<file path="src/hw/rtl/lmrr_pkg.sv">
// Shared constants, codes and types of the lock manager with revoke/retry callbacks.
// No dependencies; every other file of the block refers to this package by scoped names.
`default_nettype none

package lmrr_pkg;

  // Field widths of the request and reply beats and of the lock phase
  localparam int unsigned FUNC_W   = 1;
  localparam int unsigned LOCK_W   = 6;
  localparam int unsigned CLIENT_W = 4;
  localparam int unsigned STATUS_W = 2;
  localparam int unsigned NOTICE_W = 2;
  localparam int unsigned PHASE_W  = 2;

  // Default sizes
  localparam int unsigned LOCK_COUNT_DEF   = 64;
  localparam int unsigned CLIENT_COUNT_DEF = 16;
  localparam int unsigned QUEUE_DEPTH_DEF  = 16;

  // Request kinds
  localparam logic [FUNC_W-1:0] FUNC_ACQUIRE = 1'b0;
  localparam logic [FUNC_W-1:0] FUNC_RELEASE = 1'b1;

  // Lock phases
  localparam logic [PHASE_W-1:0] PH_FREE     = 2'd0;
  localparam logic [PHASE_W-1:0] PH_LOCKED   = 2'd1;
  localparam logic [PHASE_W-1:0] PH_REVOKING = 2'd2;
  localparam logic [PHASE_W-1:0] PH_RETRYING = 2'd3;

  // Reply status codes
  localparam logic [STATUS_W-1:0] RS_OK    = 2'd0;
  localparam logic [STATUS_W-1:0] RS_RETRY = 2'd1;
  localparam logic [STATUS_W-1:0] RS_FULL  = 2'd2;

  // Callback kinds
  localparam logic [NOTICE_W-1:0] NOTE_NONE   = 2'd0;
  localparam logic [NOTICE_W-1:0] NOTE_REVOKE = 2'd1;
  localparam logic [NOTICE_W-1:0] NOTE_RETRY  = 2'd2;

  // One reply beat
  typedef struct packed {
    logic [STATUS_W-1:0] status;
    logic [NOTICE_W-1:0] kind;
    logic [CLIENT_W-1:0] client;
    logic [LOCK_W-1:0]   lock;
  } reply_t;

endpackage

`default_nettype wire

</file>
<file path="src/hw/rtl/lmrr_step.sv">
// Per-request decision logic: from one lock entry, the queue head client and the request,
// computes the updated entry, the waiter slot to write and the reply. Uses lmrr_pkg.
`default_nettype none

module lmrr_step #(
  parameter int unsigned QUEUE_DEPTH = lmrr_pkg::QUEUE_DEPTH_DEF,
  localparam int unsigned QD_W  = (QUEUE_DEPTH > 1) ? $clog2(QUEUE_DEPTH) : 1,
  localparam int unsigned CNT_W = $clog2(QUEUE_DEPTH + 1)
) (
  input  wire logic [lmrr_pkg::FUNC_W-1:0]   func_i,
  input  wire logic [lmrr_pkg::LOCK_W-1:0]   lock_i,
  input  wire logic [lmrr_pkg::CLIENT_W-1:0] client_i,
  input  wire logic [lmrr_pkg::PHASE_W-1:0]  phase_i,
  input  wire logic [lmrr_pkg::CLIENT_W-1:0] holder_i,
  input  wire logic [lmrr_pkg::CLIENT_W-1:0] grantee_i,
  input  wire logic [QD_W-1:0]               head_i,
  input  wire logic [CNT_W-1:0]              count_i,
  input  wire logic [lmrr_pkg::CLIENT_W-1:0] head_client_i,
  output      logic [lmrr_pkg::PHASE_W-1:0]  phase_o,
  output      logic [lmrr_pkg::CLIENT_W-1:0] holder_o,
  output      logic [lmrr_pkg::CLIENT_W-1:0] grantee_o,
  output      logic [QD_W-1:0]               head_o,
  output      logic [CNT_W-1:0]              count_o,
  output      logic                          q_wr_o,
  output      logic [QD_W-1:0]               q_slot_o,
  output      lmrr_pkg::reply_t              reply_o
);

  localparam int unsigned SUM_W = CNT_W + 1;

  logic [SUM_W-1:0] tail_sum;
  logic [QD_W-1:0]  tail_slot;
  logic [QD_W-1:0]  head_inc;
  logic [CNT_W-1:0] count_dec;

  // Tail slot = (head + count) mod depth; the sum stays below twice the depth
  assign tail_sum  = SUM_W'(head_i) + SUM_W'(count_i);
  assign tail_slot = (tail_sum >= SUM_W'(QUEUE_DEPTH)) ?
                     QD_W'(tail_sum - SUM_W'(QUEUE_DEPTH)) : QD_W'(tail_sum);
  assign head_inc  = (head_i == QD_W'(QUEUE_DEPTH - 1)) ? '0 : head_i + QD_W'(1);
  assign count_dec = count_i - CNT_W'(1);

  // Decision tree
  always_comb begin
    phase_o   = phase_i;
    holder_o  = holder_i;
    grantee_o = grantee_i;
    head_o    = head_i;
    count_o   = count_i;
    q_wr_o    = 1'b0;
    q_slot_o  = tail_slot;
    reply_o   = '0;
    if (func_i == lmrr_pkg::FUNC_ACQUIRE) begin
      if (phase_i == lmrr_pkg::PH_FREE) begin
        phase_o        = lmrr_pkg::PH_LOCKED;
        holder_o       = client_i;
        reply_o.status = lmrr_pkg::RS_OK;
      end else if (phase_i == lmrr_pkg::PH_RETRYING && grantee_i == client_i) begin
        holder_o       = client_i;
        reply_o.status = lmrr_pkg::RS_OK;
        // pop the grantee; others still waiting means revoke it right away
        if (count_i != '0) begin
          head_o  = head_inc;
          count_o = count_dec;
        end
        if (count_i > CNT_W'(1)) begin
          phase_o        = lmrr_pkg::PH_REVOKING;
          reply_o.kind   = lmrr_pkg::NOTE_REVOKE;
          reply_o.client = client_i;
          reply_o.lock   = lock_i;
        end else begin
          phase_o = lmrr_pkg::PH_LOCKED;
        end
      end else if (count_i >= CNT_W'(QUEUE_DEPTH)) begin
        reply_o.status = lmrr_pkg::RS_FULL;
      end else begin
        q_wr_o         = 1'b1;
        count_o        = count_i + CNT_W'(1);
        reply_o.status = lmrr_pkg::RS_RETRY;
        if (phase_i == lmrr_pkg::PH_LOCKED) begin
          phase_o        = lmrr_pkg::PH_REVOKING;
          reply_o.kind   = lmrr_pkg::NOTE_REVOKE;
          reply_o.client = holder_i;
          reply_o.lock   = lock_i;
        end
      end
    end else begin
      reply_o.status = lmrr_pkg::RS_OK;
      if (count_i == '0) begin
        phase_o = lmrr_pkg::PH_FREE;
      end else begin
        phase_o        = lmrr_pkg::PH_RETRYING;
        grantee_o      = head_client_i;
        reply_o.kind   = lmrr_pkg::NOTE_RETRY;
        reply_o.client = head_client_i;
        reply_o.lock   = lock_i;
      end
    end
  end

endmodule

`default_nettype wire
</file>
<file path="config.mk">
export PLATFORM = sky130hd
export DESIGN_NAME = lmrr_step
export DESIGN_NICKNAME = d
export VERILOG_FILES = /design/src/hw/rtl/lmrr_pkg.sv /design/src/hw/rtl/lmrr_step.sv
export SDC_FILE = /design/constraint.sdc
export NUM_CORES = 1
export LEC_CHECK = 0
export ABC_CLOCK_PERIOD_IN_PS = 2420
export BUFFER_PORTS_ARGS = -buffer_cell sky130_fd_sc_hd__buf_2
export CAP_MARGIN = 20
export CORE_MARGIN = 1
export CORE_UTILIZATION = 30
export DETAILED_ROUTE_END_ITERATION = 6
export PLACE_DENSITY_LB_ADDON = 0.1
export SYNTH_ARGS = -nofsm -noshare
export SYNTH_HDL_FRONTEND = slang
export SYNTH_SLANG_ARGS = --single-unit
export TNS_END_PERCENT = 10
</file>
<file path="constraint.sdc">
create_clock -name vclk -period 2.42
set_clock_uncertainty 0.05 [all_clocks]
set_input_delay 0.484 -clock vclk [all_inputs]
set_output_delay 0.484 -clock vclk [all_outputs]
set_load 0.01 [all_outputs]
</file>
==> impl_metrics.json, run 1 <==
{
  "status": "finished with violations",
  "violations": "design-rule violations",
  "arrival_ns": 1.89,
  "ios": 72,
  "crit_buf_inv": 4,
  "synth_xor_area_share_pct": 8.64,
  "syn_area_um2": 912,
  "peakVddDrop_v": 0.0000968,
  "antenna_found_initial": 0,
  "synth_top_family_by_area": "compound AO/OA/AOI/OAI gates",
  "drtIter0Drc": 50,
  "p_seq_share_pct": 0,
  "dp_cells": 251,
  "core-area_um2": 2830,
  "pwr-share-clk_pct": 0,
  "synthDistinctLibCells": 41,
  "min_period_ns": 2.42,
  "cpPeakStageDelay_ns": 0.25,
  "fp-row-count": 19,
  "worstSetupStartpointType": "primary input",
  "fmax_mhz": 413,
  "final_util_pct": 60.7,
  "layout-drive-gt1-share_pct": 62.9,
  "slew_headroom_pct": 74.4,
  "postSynthCellCount": 126,
  "p_int_w": 0.000165,
  "crit_top_cell": "buf_6",
  "ant_nets": 0,
  "crit_slowest_cell": "nor3_4",
  "vias": 1336,
  "path_class": "primary input to primary output",
  "globalplace.congestion": 0.842,
  "diodes": 0,
  "muxShareOfSynthArea_pct": 8.64,
  "grt_max_degree": 17,
  "drt_wl_total_um": 3520,
  "power.leakage_nw": 0.878,
  "hold_viol_final": 0,
  "drc": 8,
  "synthAdderAreaFrac_pct": 13.2,
  "seq_cell_count": 0,
  "maxCapViolCount": 0,
  "power_density_nw_per_um2": 186,
  "post-route-period-util_pct": 100,
  "place_hpwl_um": 2790,
  "ys_seq_area_share_pct": 0,
  "die_h_um": 57.1,
  "drt_pre_antenna_iters": 6,
  "wire_per_inst_um": 13.8,
  "nNetsFinal": 269,
  "min_path_type": "primary input to primary output",
  "rsz0062_at_grt": "true",
  "grt_use_total_pct": 19.8,
  "synth-simple-area-share_pct": 29.9,
  "cts_hold_buf": 0,
  "mostFrequentLayoutCells": "buf_2 (60), buf_4 (29), buf_6 (14)",
  "switching_power_w": 0.000154,
  "instances_no_fill": 255,
  "crit_fanout": 4,
  "postLayoutSetupSlackWorst_ns": 0.000560,
  "syn_to_final_growth_pct": 88.2,
  "power_frac_comb_pct": 100.0,
  "die_area_um2": 3260,
  "syn_nets": 169,
  "tightest_slew_ns": 0.383,
  "synth_compound_area_share_pct": 31.4,
  "grt_pass1_vias": 1192,
  "yosys_warnings": 0,
  "drv_slew": 0,
  "initial_core_util_pct": 32.2,
  "viasPerCell": 5.24,
  "place.port_buffers": 72,
  "worst_path_dominant_cell_family": "simple AND/OR/NAND/NOR gates",
  "grt_pass1_wl_um": 5310,
  "die_w_um": 57.1,
  "crit_chain": "buf_6 > xor2_2 > nor3_4 > nand2_2 > buf_6 > nor3b_2 > buf_4 > a221o_1 > buf_2",
  "p_sw_share_pct": 48.3,
  "layout_commonest_cell": "buf_2",
  "post-place-ws_ns": -0.102,
  "cp.required_ns": 1.89,
  "register_area_um2": 0,
  "syn-mean-instance-area_um2": 7.24,
  "cp-end-kind": "primary output",
  "nClkBuffers": 0,
  "setup_violations": 0,
  "grt-ovfl-total": 0
}
## area by class of cell
class | count | area [um^2]
Timing Repair Buffer | 104 | 691
Fill cell | 261 | 1110
Tap cell | 31 | 38.8
Inverter | 9 | 36.3
Multi-Input combinational cell | 111 | 951
## worst paths after layout
kind | start | slack [ns] | cells after the start | to
setup / recovery | client_i[0] | 0.0006 | 9 | reply_o[8]
hold / removal | lock_i[4] | 1.21 | 3 | reply_o[4]
## through the flow
stage | setup TNS, ns | hold slack (ns) | power (W) | instance area [um^2]
3_5_place_dp | -0.880 | 1.20 | 0.000274 | 1480
5_1_grt | -0.493 | 1.23 | 0.000345 | 1720
6_report | 0 | 1.21 | 0.000320 | 1720
4_1_cts | -0.144 | 1.20 | 0.000278 | 1500
2_1_floorplan | 0 | 1.01 | 0.000140 | 912
3_3_place_gp | -0.351 | 1.21 | 0.000268 | 1480
## layer usage
layer  vias up  track usage (%)  share of wire, %
met3         4            0.227               2.8
li1        666                -                 -
met2        33             35.0                52
met1       633             27.6                44
met5         -                0                 0
met4         0             2.79               1.0
## synthesized netlist by cell type, types with 4 or more instances
library cell / instances / area share, %
a21oi_1: 9 / 4.9
inv_1: 9 / 3.7
nand2_1: 9 / 3.7
ha_1: 8 / 11
mux2_2: 7 / 8.6
a21o_1: 6 / 4.9
and2_1: 6 / 4.1
nor2_1: 6 / 2.5
o21ai_0: 6 / 3.3
xnor2_1: 5 / 4.8
and3_1: 4 / 2.7
nor3_1: 4 / 2.2
o31ai_1: 4 / 3.3
xor2_1: 4 / 3.8
## cells by family after synthesis
| family | after synthesis |
|---|---|
| simple gates | 46 |
| mux | 7 |
| fa+ha+maj | 9 |
| buf+inv | 15 |
| compound gates | 40 |
| xor+xnor | 9 |
## what timing repair did
item	CTS	global route
endpoints found under the setup margin	21	25
gates resized for setup	7	41
pin swaps	4	19
gates cloned	0	0
buffers inserted	0	4
## tightest hold or removal path: cells and delay by family
family | cells | cell delay [ns]
simple gates | 1 | 0.13
buf+inv | 2 | 0.17
## power groups by stage
| stage | combinational, W | sequential, W | clock (W) |
|---|---|---|---|
| after floorplan | 0.000140 | 0 | 0 |
| after global placement | 0.000268 | 0 | 0 |
| after detailed placement | 0.000274 | 0 | 0 |
| after CTS | 0.000278 | 0 | 0 |
| after global routing | 0.000345 | 0 | 0 |
| final | 0.000320 | 0 | 0 |
(Power assumes the default switching activity.)
==> run 2: changes to the inputs <==
--- a/config.mk
+++ b/config.mk
@@ -5,9 +5,9 @@
 export SDC_FILE = /design/constraint.sdc
 export NUM_CORES = 1
 export LEC_CHECK = 0
-export ABC_CLOCK_PERIOD_IN_PS = 2420
+export ABC_CLOCK_PERIOD_IN_PS = 2300
 export BUFFER_PORTS_ARGS = -buffer_cell sky130_fd_sc_hd__buf_2
-export CAP_MARGIN = 20
+export CAP_MARGIN = 40
 export CORE_MARGIN = 1
 export CORE_UTILIZATION = 30
 export DETAILED_ROUTE_END_ITERATION = 6
==> constraint.sdc (replaced) <==
create_clock -name vclk -period 2.3
set_clock_uncertainty 0.05 [all_clocks]
set_input_delay 0.23 -clock vclk [all_inputs]
set_output_delay 0.23 -clock vclk [all_outputs]
set_load 0.01 [all_outputs]
==> impl_metrics.json, run 2 (same netlist as run 1, synthesis figures left out) <==
{
  "vias": 1206,
  "min-delay-start": "lock_i[1]",
  "wire_per_inst_um": 13.6,
  "tns_ns": 0,
  "syn_to_final_growth_pct": 45.1,
  "power.leakage_nw": 0.692,
  "mostFrequentLayoutCells": "buf_2 (72), inv_1 (9), nand2_1 (8), a21oi_1 (8), ha_1 (8)",
  "initial_core_util_pct": 32.2,
  "tightest_slew_ns": 0.522,
  "min_to": "reply_o[1]",
  "layout-drive-gt1-share_pct": 50.0,
  "crit_fanout": 7,
  "grt.busiest_layer": "met2",
  "drt_pre_antenna_iters": 6,
  "viasPerCell": 5.27,
  "cp-end-kind": "primary output",
  "arrival_ns": 1.87,
  "register_area_um2": 0,
  "crit_slowest_cell": "nor2_1",
  "postLayoutSetupSlackWorst_ns": 0.150,
  "status": "finished with violations",
  "grt_max_degree": 14,
  "critPathLaunch": "count_i[3]",
  "instances_no_fill": 229,
  "path_class": "primary input to primary output",
  "dpl_cell_area_um2": 1320,
  "core-area_um2": 2830,
  "drtIter0Drc": 34,
  "min_period_ns": 2.15,
  "place_hpwl_um": 2590,
  "die_h_um": 57.1,
  "post-route-period-util_pct": 93.5,
  "violations": "design-rule violations",
  "grt_pass1_vias": 1135,
  "fp-row-count": 19,
  "crit_top_cell": "buf_2",
  "worstSetupStartpointType": "primary input",
  "grt_pass1_wl_um": 5060,
  "fmax_mhz": 465,
  "grt_use_met2_pct": 34.5,
  "post-place-ws_ns": 0.0241,
  "peakVddDrop_v": 0.0000739,
  "grt-ovfl-total": 0,
  "dp_cells": 229,
  "postLayoutCellArea_um2": 1320,
  "met3_usage_pct": 0.227,
  "slew_headroom_pct": 65.1,
  "ios": 72,
  "maxCapViolCount": 0,
  "drt_wl_total_um": 3100,
  "globalplace.congestion": 0.770,
  "die_area_um2": 3260,
  "fillers": 308,
  "die_w_um": 57.1,
  "hold_depth": 3,
  "place.port_buffers": 72,
  "nNetsFinal": 243,
  "crit_chain": "buf_2 > nor2_1 > o211ai_1 > a31oi_1 > o21ai_0 > and2_1 > buf_2",
  "diodes": 0,
  "cpPeakStageDelay_ns": 0.42,
  "cts_hold_buf": 0,
  "seq_cell_count": 0,
  "ant_nets": 0,
  "setup_violations": 0,
  "antenna_found_initial": 0,
  "drv_slew": 0,
  "nClkBuffers": 0,
  "drc": 8,
  "power_w": 0.000263,
  "layout_commonest_cell": "buf_2",
  "min_path_type": "primary input to primary output",
  "hold_viol_final": 0,
  "grt_use_total_pct": 18.5,
  "grtUsageMet1_pct": 25.3,
  "cp.required_ns": 2.02,
  "power_density_nw_per_um2": 199
}
run 2: cell types whose count changed in the layout (fill, tap and decap cells not counted), moves of 6 or more:
cell	delta
buf_4	-23
buf_6	-14
buf_2	+12
and2_1	+6
and2_4	-6
run 2: routing by layer:
metal / vias to the layer above / part of all wire (%)
li1: 612 / -
met1: 565 / 44
met2: 29 / 52
met3: 0 / 4.0
met4: 0 / 0
met5: - / 0
run 2: layout make-up:
cell class | instances | area [um^2] | area share (%)
inverter | 9 | 33.8 | 2.55
multi-input combinational | 111 | 846 | 63.9
tap | 31 | 38.8 | 2.93
timing repair buffer | 78 | 405 | 30.6
run 2: critical path, delay by kind of cell:
family / cells / cell delay [ns]
buffers and inverters: 2 / 0.28
AOI/OAI and AO/OA: 3 / 0.71
and+or+nand+nor: 2 / 0.65
run 2: what timing repair did:
item	CTS	global route
endpoints found under the setup margin	0	9
hold endpoints to repair	0	0
gates resized for setup	0	3
setup buffers	0	0
run 2: per-stage QoR:
step | hold WS (ns) | utilization, %
floorplan | 0.498 | -
global placement | 0.699 | 46.5
detailed placement | 0.704 | 46.5
CTS | 0.704 | 46.5
global route | 0.720 | 46.8
finish | 0.702 | 46.8
run 2: how the worst max path moves through the flow:
stage	end	cells past startpoint
global route	head_o[3]	9
detailed placement	head_o[3]	9
floorplan	holder_o[0]	5
CTS	head_o[3]	9
global placement	head_o[1]	8
finish	reply_o[2]	7
run 2: power breakdown:
group | switching, W | internal, W | leakage, nW
clock network | 0 | 0 | 0
registers | 0 | 0 | 0
logic | 0.000141 | 0.000121 | 0.692
